==> config.mk <==
export PLATFORM = sky130hd
export DESIGN_NAME = wkge_ctrl
export DESIGN_NICKNAME = d
export VERILOG_FILES = /design/src/wkge_pkg.sv /design/src/wkge_ctrl.sv
export SDC_FILE = /design/constraint.sdc
export NUM_CORES = 1
export LEC_CHECK = 0
export BUFFER_PORTS_ARGS = -buffer_cell sky130_fd_sc_hd__buf_2
export CAP_MARGIN = 20
export CORE_MARGIN = 4
export CORE_UTILIZATION = 58
export CTS_CLUSTER_DIAMETER = 120
export DETAILED_ROUTE_END_ITERATION = 10
export PLACE_DENSITY_LB_ADDON = 0.1
export SYNTH_ARGS = -nofsm -noshare
export SYNTH_HDL_FRONTEND = slang
export SYNTH_SLANG_ARGS = --single-unit
==> constraint.sdc <==
create_clock -name clk -period 4.35 [get_ports clk]
set_clock_uncertainty 0.2 [all_clocks]
set_input_delay 0.87 -clock clk [delete_from_list [all_inputs] [get_ports clk]]
set_output_delay 0.87 -clock clk [all_outputs]
set_load 0.005 [all_outputs]
==> src/wkge_pkg.sv <==
// ----------------------------------------------------------------------------
// wkge_pkg
// Shared types, constants and the evaluation microprogram of the weighted
// KGE block.
// ----------------------------------------------------------------------------
`default_nettype none

package wkge_pkg;

    localparam int SAMPLE_BITS = 24;
    localparam int MAX_PAIRS   = 65536;
    localparam int COUNT_BITS  = 17;
    localparam int SUM_BITS    = 41;
    localparam int SQ_BITS     = 63;
    localparam int XP_BITS     = 64;
    localparam int W_BITS      = 16;
    localparam int S_BITS      = 18;
    localparam int WIDE        = 128;
    localparam int HALF        = 64;
    localparam int D_BITS      = 41;
    localparam int EFF_BITS    = 32;
    localparam int PC_BITS     = 5;
    localparam int CNT_BITS    = 8;

    localparam logic [COUNT_BITS-1:0] MAX_COUNT  = COUNT_BITS'(MAX_PAIRS);
    localparam logic [W_BITS-1:0]     WEIGHT_ONE = 16'd256;
    localparam logic [7:0]            FRAC_R     = 8'd78;
    localparam logic [7:0]            FRAC_D     = 8'd16;
    localparam logic [7:0]            FRAC_NONE  = 8'd0;

    typedef enum logic [1:0] {
        STAT_OK         = 2'd0,
        STAT_NO_DATA    = 2'd1,
        STAT_DEGENERATE = 2'd2
    } status_t;

    typedef enum logic [1:0] {
        CFG_WEIGHT_CORR = 2'd0,
        CFG_WEIGHT_VAR  = 2'd1,
        CFG_WEIGHT_BIAS = 2'd2
    } cfg_index_t;

    typedef enum logic [2:0] {
        OP_MUL, OP_DIV, OP_SQRT, OP_ADD, OP_SUB, OP_COMB, OP_CHKV, OP_END
    } op_t;

    typedef enum logic [4:0] {
        SRC_ZERO, SRC_N, SRC_SXX, SRC_SYY, SRC_CM, SRC_XM, SRC_YM, SRC_DYX,
        SRC_WR, SRC_WV, SRC_WB, SRC_S, SRC_SSH, SRC_A, SRC_B, SRC_ABD, SRC_M,
        SRC_DR, SRC_DA, SRC_DB, SRC_T0, SRC_T1, SRC_T2, SRC_C, SRC_VXS, SRC_VYS
    } src_t;

    typedef enum logic [3:0] {
        DST_NONE, DST_T0, DST_T1, DST_T2, DST_VX, DST_VY, DST_C, DST_A, DST_B,
        DST_RQ, DST_DR, DST_DA, DST_DB, DST_R
    } dst_t;

    typedef enum logic [2:0] {
        CS_ACC, CS_CHECK, CS_FETCH, CS_WAIT, CS_DONE
    } ctrl_state_t;

    typedef struct packed {
        op_t        op;
        src_t       sa;
        src_t       sb;
        dst_t       dst;
        logic [7:0] frac;
    } uop_t;

    typedef struct packed {
        logic    acc_en;
        logic    start;
        logic    wr;
        logic    load_out;
        uop_t    uop;
        status_t res_status;
    } dp_cmd_t;

    typedef struct packed {
        logic done;
        logic no_data;
        logic degen_pre;
        logic var_zero;
        logic out_busy;
    } dp_stat_t;

    // Evaluation sequence: variances, covariance, roots, ratios, final root.
    function automatic uop_t ucode(input logic [PC_BITS-1:0] pc);
        uop_t u;
        case (pc)
            5'd0:    u = '{OP_MUL,  SRC_N,   SRC_SXX,  DST_T0, FRAC_NONE};
            5'd1:    u = '{OP_MUL,  SRC_XM,  SRC_XM,   DST_T1, FRAC_NONE};
            5'd2:    u = '{OP_SUB,  SRC_T0,  SRC_T1,   DST_VX, FRAC_NONE};
            5'd3:    u = '{OP_MUL,  SRC_N,   SRC_SYY,  DST_T0, FRAC_NONE};
            5'd4:    u = '{OP_MUL,  SRC_YM,  SRC_YM,   DST_T1, FRAC_NONE};
            5'd5:    u = '{OP_SUB,  SRC_T0,  SRC_T1,   DST_VY, FRAC_NONE};
            5'd6:    u = '{OP_CHKV, SRC_ZERO, SRC_ZERO, DST_NONE, FRAC_NONE};
            5'd7:    u = '{OP_MUL,  SRC_N,   SRC_CM,   DST_T0, FRAC_NONE};
            5'd8:    u = '{OP_MUL,  SRC_XM,  SRC_YM,   DST_T1, FRAC_NONE};
            5'd9:    u = '{OP_COMB, SRC_T0,  SRC_T1,   DST_C,  FRAC_NONE};
            5'd10:   u = '{OP_SQRT, SRC_VXS, SRC_ZERO, DST_A,  FRAC_NONE};
            5'd11:   u = '{OP_SQRT, SRC_VYS, SRC_ZERO, DST_B,  FRAC_NONE};
            5'd12:   u = '{OP_MUL,  SRC_A,   SRC_B,    DST_T0, FRAC_NONE};
            5'd13:   u = '{OP_DIV,  SRC_C,   SRC_T0,   DST_RQ, FRAC_R};
            5'd14:   u = '{OP_MUL,  SRC_WR,  SRC_M,    DST_T0, FRAC_NONE};
            5'd15:   u = '{OP_DIV,  SRC_T0,  SRC_SSH,  DST_DR, FRAC_NONE};
            5'd16:   u = '{OP_MUL,  SRC_WV,  SRC_ABD,  DST_T0, FRAC_NONE};
            5'd17:   u = '{OP_MUL,  SRC_S,   SRC_A,    DST_T1, FRAC_NONE};
            5'd18:   u = '{OP_DIV,  SRC_T0,  SRC_T1,   DST_DA, FRAC_D};
            5'd19:   u = '{OP_MUL,  SRC_WB,  SRC_DYX,  DST_T0, FRAC_NONE};
            5'd20:   u = '{OP_MUL,  SRC_S,   SRC_XM,   DST_T1, FRAC_NONE};
            5'd21:   u = '{OP_DIV,  SRC_T0,  SRC_T1,   DST_DB, FRAC_D};
            5'd22:   u = '{OP_MUL,  SRC_DR,  SRC_DR,   DST_T0, FRAC_NONE};
            5'd23:   u = '{OP_MUL,  SRC_DA,  SRC_DA,   DST_T1, FRAC_NONE};
            5'd24:   u = '{OP_ADD,  SRC_T0,  SRC_T1,   DST_T2, FRAC_NONE};
            5'd25:   u = '{OP_MUL,  SRC_DB,  SRC_DB,   DST_T0, FRAC_NONE};
            5'd26:   u = '{OP_ADD,  SRC_T2,  SRC_T0,   DST_T2, FRAC_NONE};
            5'd27:   u = '{OP_SQRT, SRC_T2,  SRC_ZERO, DST_R,  FRAC_NONE};
            default: u = '{OP_END,  SRC_ZERO, SRC_ZERO, DST_NONE, FRAC_NONE};
        endcase
        return u;
    endfunction

endpackage

`default_nettype wire

==> src/wkge_ctrl.sv <==
// ----------------------------------------------------------------------------
// wkge_ctrl
// Sequencer: accepts pairs, then steps the evaluation microprogram and
// hands the result to the output register.
// ----------------------------------------------------------------------------
`default_nettype none

module wkge_ctrl import wkge_pkg::*; (
    input  logic     clk,
    input  logic     rst_n,
    input  logic     in_valid,
    input  logic     last_item,
    output logic     in_ready,
    output dp_cmd_t  cmd,
    input  dp_stat_t stat
);

    ctrl_state_t        state_reg, state_next;
    logic [PC_BITS-1:0] pc_reg, pc_next;
    status_t            status_reg, status_next;
    uop_t               uop;

    assign uop = ucode(pc_reg);

    always_ff @(posedge clk or negedge rst_n)
    begin
        if (!rst_n)
        begin
            state_reg  <= CS_ACC;
            pc_reg     <= '0;
            status_reg <= STAT_OK;
        end
        else
        begin
            state_reg  <= state_next;
            pc_reg     <= pc_next;
            status_reg <= status_next;
        end
    end

    always_comb
    begin
        state_next     = state_reg;
        pc_next        = pc_reg;
        status_next    = status_reg;
        in_ready       = 1'b0;
        cmd            = '0;
        cmd.uop        = uop;
        cmd.res_status = status_reg;
        case (state_reg)
            CS_ACC:
            begin
                in_ready   = 1'b1;
                cmd.acc_en = in_valid;
                if (in_valid && last_item)
                    state_next = CS_CHECK;
            end
            CS_CHECK:
            begin
                pc_next = '0;
                if (stat.no_data)
                begin
                    status_next = STAT_NO_DATA;
                    state_next  = CS_DONE;
                end
                else if (stat.degen_pre)
                begin
                    status_next = STAT_DEGENERATE;
                    state_next  = CS_DONE;
                end
                else
                    state_next = CS_FETCH;
            end
            CS_FETCH:
            begin
                case (uop.op)
                    OP_MUL, OP_DIV, OP_SQRT:
                    begin
                        cmd.start  = 1'b1;
                        state_next = CS_WAIT;
                    end
                    OP_ADD, OP_SUB, OP_COMB:
                    begin
                        cmd.wr  = 1'b1;
                        pc_next = pc_reg + 1'b1;
                    end
                    OP_CHKV:
                    begin
                        if (stat.var_zero)
                        begin
                            status_next = STAT_DEGENERATE;
                            state_next  = CS_DONE;
                        end
                        else
                            pc_next = pc_reg + 1'b1;
                    end
                    default:
                    begin
                        status_next = STAT_OK;
                        state_next  = CS_DONE;
                    end
                endcase
            end
            CS_WAIT:
            begin
                if (stat.done)
                begin
                    cmd.wr     = 1'b1;
                    pc_next    = pc_reg + 1'b1;
                    state_next = CS_FETCH;
                end
            end
            CS_DONE:
            begin
                if (!stat.out_busy)
                begin
                    cmd.load_out = 1'b1;
                    state_next   = CS_ACC;
                end
            end
            default: state_next = CS_ACC;
        endcase
    end

endmodule

`default_nettype wire

==> metrics.md, run 1 <==
| Metric | Value |
|---|---|
| Outcome | finished clean |
| CP Max Fanout | 13 |
| First-pass GRT wire length | 6.65 mm |
| Final setup vio count | 0 |
| Storage element area | 250 um2 |
| Cell Chain, Critical Path | inv_1, ha_1, nor4bb_1, a311o_1, a21boi_4, a31oi_1, nand2_1, buf_2 |
| Clock sinks | 10 |
| Post-synth EDFFs | 0 |
| Post-CTS setup buffers | 0 |
| FFs w/ async S/R, synth | 100% |
| Met1 Use GR | 29.9% |
| Max reg flops | 5 |
| Slew HR | 50.8% |
| Synthesis-stage register bit count | 10 |
| Final net count | 256 |
| Area of the die | ~3600 um2 |
| Worst skew pair latency | 0.27 ns |
| Synthesized area | 1580 um2 |
| DR WL/cell | 15.3 um |
| Final WL | 4.11 mm |
| Area of the multi-input gates | about 1100 um2 |
| WS Path Type | reg -> out |
| Clock Tree Root | clkbuf_4 |
| Post-route setup TNS | 0 ns |
| RR Endpoint | status_reg[1] |
| I/O Buffers | 37 |
| Clk slew on worst S/H paths | 0.07 ns |
| Die span in x | approximately 60 um |
| Vias in the first global route | 1462 |
| Pwr/cell area | ~460 nW/um2 |
| Initial drt markers | 150 |
| Final Hold Fails | 0 |
| Antenna violation net count after detailed routing | 0 |
| Commonest non-fill, non-tap cell in the layout | buf_2 |
| Final std cells w/o fill | roughly 270 |
| Peak supply drop | ~0.41 mV |
| Slew Viols, Final | 0 |
| Tmin final | between 3 and 4 ns |
| Grt total ovfl | 0 |
| Maxcap violations | 0 |
| CP max stage delay | between 0.5 and 0.6 ns |
| CTS Hold Bufs | 0 |
| Pwr Total | 791 uW |
| Antenna Cells | 0 |
| Unrepaired setup endpoints after global routing | false |
| P_leak | about 0.8 nW |
| DRC Markers | 0 |
| Reg2Reg Setup Slack | roughly 1.3 ns |
| Post-synthesis sequential area ratio | 15.8% |
| Slew @ Worst Pin | 0.738 ns |
| Post-CTS resize count | 0 |
| TritonCTS clock tree | done |
| Die Span Y | 60.3 um |
| Drt pass-1 iters | 4 |
| Initial antenna violation count | 0 |
| Detailed Place HPWL | 3.13 mm |
| Routing usage on met2 | 40.9% |
| Core box area | 2540 um2 |
| Met3 Use GR | 2.16% |
| Final Cycle Share | ~83% |
| GR peak layer | met2 |
| Critical path's slowest cell | dfrtp_1 |
| Placed Cells incl. Taps | approximately 260 |
| Fmax achieved | 276 MHz |
| Share of layout cells above drive strength 1 | 24.4% |
| Synth cell types | 65 |
| Final GP Congestion | roughly 0.95 |
| Layout area overhead | 9.48% |
| Via Count | 1670 |
| Hold WS | 0.243 ns |
| Via density | 6.23 |
| # fillers | 223 |
| I/O pin total | 41 |
| CTS buffer count | 3 |
| Critical path endpoint category | output pin |
| Cell depth of the worst flop-to-flop path | 9 |
| Mean Syn Cell Area | 7.44 um2 |
| Std cell rows | 18 |
| Worst R2R Start | pc_reg[0] |
| Clk buf depth | 2 |
| Cell count after synthesis | 213 |
| Hold Path Class | in -> async |
| H-Tree Depth | 1 |
| Largest net degree at the start of global routing | 45 |
| Data required, critical path | 3.28 ns |
| Commonest cells after routing, fill and taps aside | buf_2, nor2_1, nand2_1, a21oi_1, o21ai_0 |
| Starting Density | 62.2% |
| Syn. warnings | 0 |
| Prevailing post-synth register cell | dfrtp_1 |
| Total track usage | between 20% and 30% |
| WP data arrival | 2.55 ns |
| Crit start category | register |
## metrics by stage
step	instance area, um2	util [%]	setup WS (ns)
floorplan	1590	-	1.50
global placement	1670	65.6	1.06
detailed placement	1670	65.6	1.01
CTS	1710	67.1	0.723
global route	1730	68.1	0.558
finish	1730	68.1	0.727
## report_power, final
group          switching [mW]  internal (mW)
Sequential             0.0551          0.121
Combinational           0.293          0.235
Clock                  0.0359         0.0509
Total                   0.384          0.407
## cells in the mapped netlist, drive strengths merged, types with 5 or more instances
cell type | instances | share of area, %
a211oi | 6 | 3.6
a21oi | 19 | 6.2
buf | 12 | 5.9
clkbuf | 9 | 4.1
dfrtp | 10 | 16
ha | 8 | 6.3
inv | 7 | 1.7
nand2 | 22 | 5.2
nand2b | 6 | 2.4
nor2 | 22 | 5.2
nor2b | 5 | 2.0
nor3 | 6 | 1.9
o211ai | 5 | 2.7
o21ai | 17 | 5.6
## worst max-delay path, delay by kind of cell, from the launching register on
kind                     cells  cell delay, ns
AO/OA/AOI/OAI                3            0.82
flip-flops                   1            0.59
buffers and inverters        2            0.33
adder cells (fa/ha/maj)      1            0.32
AND/OR/NAND/NOR              2            0.23
## per-layer routing
metal	up-vias	routed length, um
met3	12	285
met4	0	91
li1	813	-
met5	-	0
met2	80	2000
met1	765	1730
## cell type report
cell class	count	share of cell area, %
Clock buffer	4	2.09
Inverter	9	1.95
Multi-Input combinational cell	175	66.2
Sequential cell	10	14.4
Tap cell	30	2.16
Timing Repair Buffer	40	13.1
## worst max path at each step
stage                   start  endpoint  depth (start not counted)  slack (ns)
CTS                 pc_reg[4]   cmd[28]                          6        0.72
finish              pc_reg[0]   cmd[28]                          8        0.73
global route        pc_reg[0]   cmd[28]                          8        0.56
floorplan           pc_reg[0]   cmd[28]                          8        1.50
detailed placement  pc_reg[4]   cmd[28]                          6        1.01
global placement    pc_reg[4]   cmd[28]                          6        1.06
## cells by family (layout without fill, tap and decap cells)
kind of cell    after synthesis  in the layout  share of synthesized area, %
xor+xnor                      1              1                         0.553
buf+inv                      30             53                          12.2
mux                           5              5                          3.48
flops                        10             10                          15.8
other cells                   1              3                         0.237
simple gates                 83             83                          27.4
compound gates               75             75                          34.0
fa+ha+maj                     8              8                          6.32
No activity file was read; power rests on OpenSTA's default activity.
==> inputs of run 2 (changes only) <==
--- a/config.mk
+++ b/config.mk
@@ -8,7 +8,7 @@
 export BUFFER_PORTS_ARGS = -buffer_cell sky130_fd_sc_hd__buf_2
 export CAP_MARGIN = 20
 export CORE_MARGIN = 4
-export CORE_UTILIZATION = 58
+export CORE_UTILIZATION = 48
 export CTS_CLUSTER_DIAMETER = 120
 export DETAILED_ROUTE_END_ITERATION = 10
 export PLACE_DENSITY_LB_ADDON = 0.1
==> constraint.sdc (replaced) <==
create_clock -name clk -period 3.3 [get_ports clk]
set_clock_uncertainty 0.2 [all_clocks]
set_input_delay 0.66 -clock clk [delete_from_list [all_inputs] [get_ports clk]]
set_output_delay 0.66 -clock clk [all_outputs]
set_load 0.005 [all_outputs]
==> run 2 against run 1 <==
  * Setup slack got worse by 0.61 ns
  * Sequential share of layout area about the same
  * Global-route usage decreased by 4.5 points
  * Sequential cell count unchanged
  * First-iteration DRC count is 27% lower
  * Combinational power is 34% higher
  * Clock-buffer cell count stayed put
  * Via count shrank 3.4%
  * Die area is 18% higher
  * Final area rose by 1.0%
  * Largest power group unchanged
==> metrics.md, run 2 (synthesis results as in run 1) <==
| Metric | Value |
|---|---|
| Outcome | finished clean |
| Max reg flops | 5 (unchanged) |
| Final net count | 258 (+0.78%) |
| Detailed Place HPWL | 3.11 mm (-0.66%) |
| Final setup vio count | 0 (unchanged) |
| Via Count | 1613 (-3.4%) |
| WS Path Type | reg -> out |
| Clk buf depth | 2 (unchanged) |
| Clock sinks | 10 (unchanged) |
| TritonCTS clock tree | done |
| Unrepaired setup endpoints after global routing | true |
| RR Endpoint | status_reg[1] |
| Final Hold Fails | 0 (unchanged) |
| Worst R2R Start | pc_reg[1] |
| Grt total ovfl | 0 (unchanged) |
| Antenna Cells | 0 (unchanged) |
| H-Tree Depth | 1 (unchanged) |
| Final Cell Area | 1750 um2 (+1.0%) |
| Final setup margin | 0.117 ns (-0.610 ns) |
| Peak supply drop | 0.421 mV (+1.9%) |
| Slew HR | 53.0% (+2.2 points) |
| Initial antenna violation count | 0 (unchanged) |
| Crit start category | register |
| Area of the die | 4280 um2 (+18%) |
| Storage element area | 253 um2 (+1.0%) |
| Commonest cells after routing, fill and taps aside | buf_2, nor2_1, nand2_1, a21oi_1, o21ai_0 |
| Final Cycle Share | between 90% and 100% |
| Post-CTS setup buffers | 0 (unchanged) |
| WP data arrival | 2.32 ns (-0.23 ns) |
| Layout area overhead | 10.6% |
| Antenna violation net count after detailed routing | 0 (unchanged) |
| Hold Path Class | in -> async |
| Pre-CTS WS | 0.264 ns (-0.746 ns) |
| Initial drt markers | 110 (-27%) |
| Pwr/cell area | 599 nW/um2 (+31%) |
| Clock Tree Root | clkbuf_4 |
| Largest net degree at the start of global routing | 27 (-40%) |
| Maxcap violations | 0 (unchanged) |
| First-pass GRT wire length | 6.53 mm (-1.9%) |
| Reg2Reg Setup Slack | 0.49 ns (-0.84 ns) |
| Final GP Congestion | 0.809 (-15%) |
| Slew @ Worst Pin | 0.706 ns (-0.0326 ns) |
| Die span in x | 65.4 um (+8.6%) |
| I/O pin total | 41 (unchanged) |
| Post-route setup TNS | 0 ns (unchanged) |
| CP Max Fanout | 11 (-2) |
| Placed cell areas | 1710 um2 (+2.4%) |
| Final WL | 3.98 mm (-3.2%) |
| CTS buffer count | 3 (unchanged) |
| Vias in the first global route | 1412 (-3.4%) |
| DR WL/cell | 14.0 um (-8.7%) |
| Worst skew pair latency | 0.28 ns (about the same) |
| Worst Setup EP | cmd[28] |
| Area of the multi-input gates | 1150 um2 (+0.22%) |
| Core box area | 3100 um2 (+22%) |
| Clk slew on worst S/H paths | 0.08 ns (about the same) |
| Commonest non-fill, non-tap cell in the layout | buf_2 |
| Fmax achieved | between 300 and 400 MHz |
| Total track usage | 19.0% (-4.5 points) |
| Std cell rows | 20 (+2) |
| Share of layout cells above drive strength 1 | 26.3% (+1.9 points) |
| Die Span Y | 65.4 um (+8.6%) |
| Cell depth of the worst flop-to-flop path | 8 (-1) |
| Starting Density | 51.0% (-11 points) |
| I/O Buffers | 37 (unchanged) |
| Worst setup path start | pc_reg[1] |
| Data required, critical path | 2.44 ns (-0.84 ns) |
| Via density | 5.68 (-8.9%) |
| Tmin final | 3.18 ns |
| Post-layout util | 56.5% (-12 points) |
| Drt pass-1 iters | 4 (unchanged) |
| P_leak | 0.794 nW (about the same) |
| Critical path endpoint category | output pin |
| Slew Viols, Final | 0 (unchanged) |
| # fillers | 335 (+50%) |
| DRC Markers | 0 (unchanged) |
-- run 2: changes by cell type in the layout (fill, tap and decap cells not counted), sizes merged --
cell / change
buf: +2
-- run 2: layout make-up --
type,count,share of cell area [%]
clock buffers,4,2.07
inverters,9,1.93
multi-input cells,175,65.7
flip-flops and latches,10,14.4
well taps,44,3.14
repair buffers,42,12.7
-- run 2: timing repair --
action / 4_1_cts / 5_1_grt
hold buffers: 0 / 0
pin swaps: 0 / 0
endpoints found under the setup margin: 1 / 6
resized for setup: 1 / 2
cloned: 0 / 0
hold endpoints to repair: 0 / 0
-- run 2: worst min-delay path by stage --
stage	depth (start not counted)	startpoint	slack, ns	end
6_report	1	rst_n	0.02	state_reg[2]
5_1_grt	1	rst_n	0.03	state_reg[2]
4_1_cts	1	rst_n	0.03	state_reg[2]
3_5_place_dp	1	status_reg[1]	0.30	status_reg[1]
3_3_place_gp	1	status_reg[1]	0.30	status_reg[1]
2_1_floorplan	0	rst_n	0.16	pc_reg[0]
-- run 2: metal layers --
layer / up-vias / share of wire, % / track usage [%] / wire length, um
met4: 0 / 0.10 / 1.55 / 4
met1: 739 / 50 / 27.5 / 1990
li1: 824 / - / - / -
met5: - / 0 / 0 / 0
met2: 48 / 44 / 30.3 / 1750
met3: 2 / 5.8 / 3.59 / 232
-- run 2: where the power goes --
group	internal (mW)	switching, mW	leakage (nW)
clock network	0.0671	0.0493	0.0210
logic	0.317	0.389	0.646
registers	0.161	0.0655	0.127
total	0.545	0.504	0.794
-- run 2: metrics by stage --
step / power (mW) / hold WS [ns] / cells
after floorplan: 0.751 / 0.164 / 215
after global placement: 0.928 / 0.299 / 280
after detailed placement: 0.928 / 0.304 / 280
after CTS: 1.05 / 0.0349 / 284
after global routing: 1.15 / 0.0348 / 284
final: 1.05 / 0.0250 / 284
-- run 2: critical path, cell delays in order (launching register included) --
cell and delay [ns]:
dfrtp_2 0.49, inv_1 0.17, ha_2 0.29, nand2b_1 0.10, a311o_1 0.38, a21boi_4 0.17
a31oi_1 0.25, nand2_1 0.07, buf_2 0.13
==> inputs of run 3 (changes only) <==
--- a/config.mk
+++ b/config.mk
@@ -11,6 +11,7 @@
 export CORE_UTILIZATION = 48
 export CTS_CLUSTER_DIAMETER = 120
 export DETAILED_ROUTE_END_ITERATION = 10
+export MAX_ROUTING_LAYER = met4
 export PLACE_DENSITY_LB_ADDON = 0.1
 export SYNTH_ARGS = -nofsm -noshare
 export SYNTH_HDL_FRONTEND = slang
==> run 3 against run 2 <==
  * Combinational power is essentially flat
  * Global-route usage up 0.50 points
  * Critical path depth unchanged
  * Sequential power about the same
  * Sequential share of layout area unchanged
  * Final cell count did not move
  * Wire length grew 0.18%
  * Sequential cell count is the same
  * Core utilization unchanged
  * Maximum frequency is essentially flat
  * Critical path type unchanged
  * Largest power group unchanged
==> metrics.md, run 3 (synthesis results as in run 1) <==
| Metric | Value |
|---|---|
| Die Span Y | 65.4 um (unchanged) |
| Std cell rows | 20 (unchanged) |
| Tmin final | 3.18 ns (+0.00155 ns) |
| Antenna Cells | 0 (unchanged) |
| Post-route setup TNS | 0 ns (unchanged) |
| Logic pwr share | 67.4% (about the same) |
| Largest net degree at the start of global routing | 27 (unchanged) |
| H-Tree Depth | 1 (unchanged) |
| Critical path endpoint category | output pin |
| Cell Chain, Critical Path | inv_1, ha_2, nand2b_1, a311o_1, a21boi_4, a31oi_1, nand2_1, buf_2 |
| Clk pwr share | 11.1% (about the same) |
| First-pass GRT wire length | 6.53 mm (+0.11%) |
| Sw frac | 48.1% (about the same) |
| Area of the die | 4280 um2 (unchanged) |
| Slew HR | 54.7% (+1.7 points) |
| Crit start category | register |
| Layout area overhead | 10.6% (unchanged) |
| Die span in x | 65.4 um (unchanged) |
| Max reg flops | 5 (unchanged) |
| Total track usage | 19.5% (+0.50 points) |
| Clk slew on worst S/H paths | 0.08 ns (about the same) |
| Detailed Place HPWL | 3.11 mm (unchanged) |
| Maxcap violations | 0 (unchanged) |
| Placed cell areas | 1710 um2 (unchanged) |
| Share of layout cells above drive strength 1 | 26.3% (unchanged) |
| WP data arrival | 2.32 ns (about the same) |
| Clk buf depth | 2 (unchanged) |
| CTS buffer count | 3 (unchanged) |
| Final Cycle Share | 96.5% (about the same) |
| Core box area | 3100 um2 (unchanged) |
| Sequential Power Share | 21.5% (about the same) |
| Delay-heaviest family, CP | compound AO/OA/AOI/OAI gates |
| DRC Markers | 0 (unchanged) |
| Via density | 5.64 (-0.68%) |
| Net Sw Power | 505 uW (+0.19%) |
| Final WL | 3.98 mm (+0.18%) |
| Final GP Congestion | 0.821 (+1.5%) |
| Grt total ovfl | 0 (unchanged) |
| Peak supply drop | 0.421 mV (about the same) |
| DR WL/cell | 14.0 um (+0.18%) |
| CP Max Fanout | 11 (unchanged) |
| Critical path buffers and inverters | 2 (unchanged) |
| WS Path Type | reg -> out |
| P_leak | 0.794 nW (unchanged) |
| Post-layout util | 56.5% (unchanged) |
| Outcome | finished clean |
| Final net count | 258 (unchanged) |
| TritonCTS clock tree | done |
| Commonest cells after routing, fill and taps aside | buf_2, nor2_1, nand2_1, a21oi_1, o21ai_0 |
| CP max stage delay | 0.48 ns (about the same) |
| Fmax achieved | 314 MHz (about the same) |
| Final setup margin | 0.116 ns (-0.00155 ns) |
| Data required, critical path | 2.44 ns (about the same) |
| Critical path's slowest cell | dfrtp_2 |
| CTS Hold Bufs | 0 (unchanged) |
| Final Hold Fails | 0 (unchanged) |
| Initial drt markers | 122 (+11%) |
| Internal Pwr Total | 545 uW (about the same) |
| Initial antenna violation count | 0 (unchanged) |
| Hold Path Class | in -> async |
| Starting Density | 51.0% (unchanged) |
| Final setup vio count | 0 (unchanged) |
| Clock Tree Root | clkbuf_4 |
| Drt pass-1 iters | 4 (unchanged) |
| I/O pin total | 41 (unchanged) |
| Slew @ Worst Pin | 0.680 ns (-0.0254 ns) |
| Pwr/cell area | 599 nW/um2 (about the same) |
| Final Cell Area | 1750 um2 (unchanged) |
| Pre-CTS WS | 0.264 ns (unchanged) |
| Antenna violation net count after detailed routing | 0 (unchanged) |
| Hold WS | 0.0234 ns (-0.00154 ns) |
| I/O Buffers | 37 (unchanged) |
| Unrepaired setup endpoints after global routing | true |
| Clock sinks | 10 (unchanged) |
| Worst skew pair latency | 0.28 ns (about the same) |
| Slew Viols, Final | 0 (unchanged) |
| Vias in the first global route | 1413 (+0.071%) |
| Commonest non-fill, non-tap cell in the layout | buf_2 |
| Via Count | 1602 (-0.68%) |
## run 3: final timing paths
kind	from	endpoint	slack [ns]	cells after the start
hold reg to reg	status_reg[1]	status_reg[1]	0.31	1
max in group asynchronous	rst_n	pc_reg[1]	2.65	1
hold / removal	rst_n	state_reg[2]	0.02	1
min in group clk	status_reg[1]	status_reg[1]	0.31	1
setup / recovery	pc_reg[1]	cmd[28]	0.12	8
setup reg to reg	pc_reg[1]	status_reg[1]	0.48	8
## run 3: worst register-to-register path, cell delays in order (launching register included)
cell and delay [ns]:
dfrtp_2 0.48, inv_1 0.18, ha_2 0.30, nand2b_1 0.10, a311o_1 0.38, a21boi_4 0.17
a31o_1 0.27, a211oi_4 0.29, mux2_4 0.33
## run 3: area by class of cell
cell class / count / area, um2
inverter: 9 / 33.8
fill: 335 / 1350
multi-input combinational: 175 / 1150
tap: 44 / 55.1
timing repair buffer: 42 / 223
sequential: 10 / 253
clock buffer: 4 / 36.3
## run 3: power by group through the flow
stage | Clock [mW] | Combinational, mW | Sequential [mW]
2_1_floorplan | 0 | 0.567 | 0.185
3_3_place_gp | 0 | 0.703 | 0.225
3_5_place_dp | 0 | 0.701 | 0.226
4_1_cts | 0.117 | 0.708 | 0.224
5_1_grt | 0.125 | 0.790 | 0.233
6_report | 0.116 | 0.707 | 0.226
## run 3: timing repair
item	CTS	global route
resized for setup	1	2
buffers inserted	0	0
endpoints found under the setup margin	1	6
## run 3: layer usage
| metal | global-route usage (%) | wire length [um] | up-vias |
|---|---|---|---|
| li1 | - | - | 825 |
| met1 | 27.5 | 2010 | 726 |
| met2 | 30.3 | 1750 | 49 |
| met3 | 3.59 | 228 | 2 |
| met4 | 1.55 | 4 | 0 |
| met5 | - | 0 | - |
## run 3: through the flow
stage / power [mW] / cells
final: 1.05 / 284
after global routing: 1.15 / 284
after CTS: 1.05 / 284
after detailed placement: 0.928 / 280
after global placement: 0.928 / 280
after floorplan: 0.751 / 215
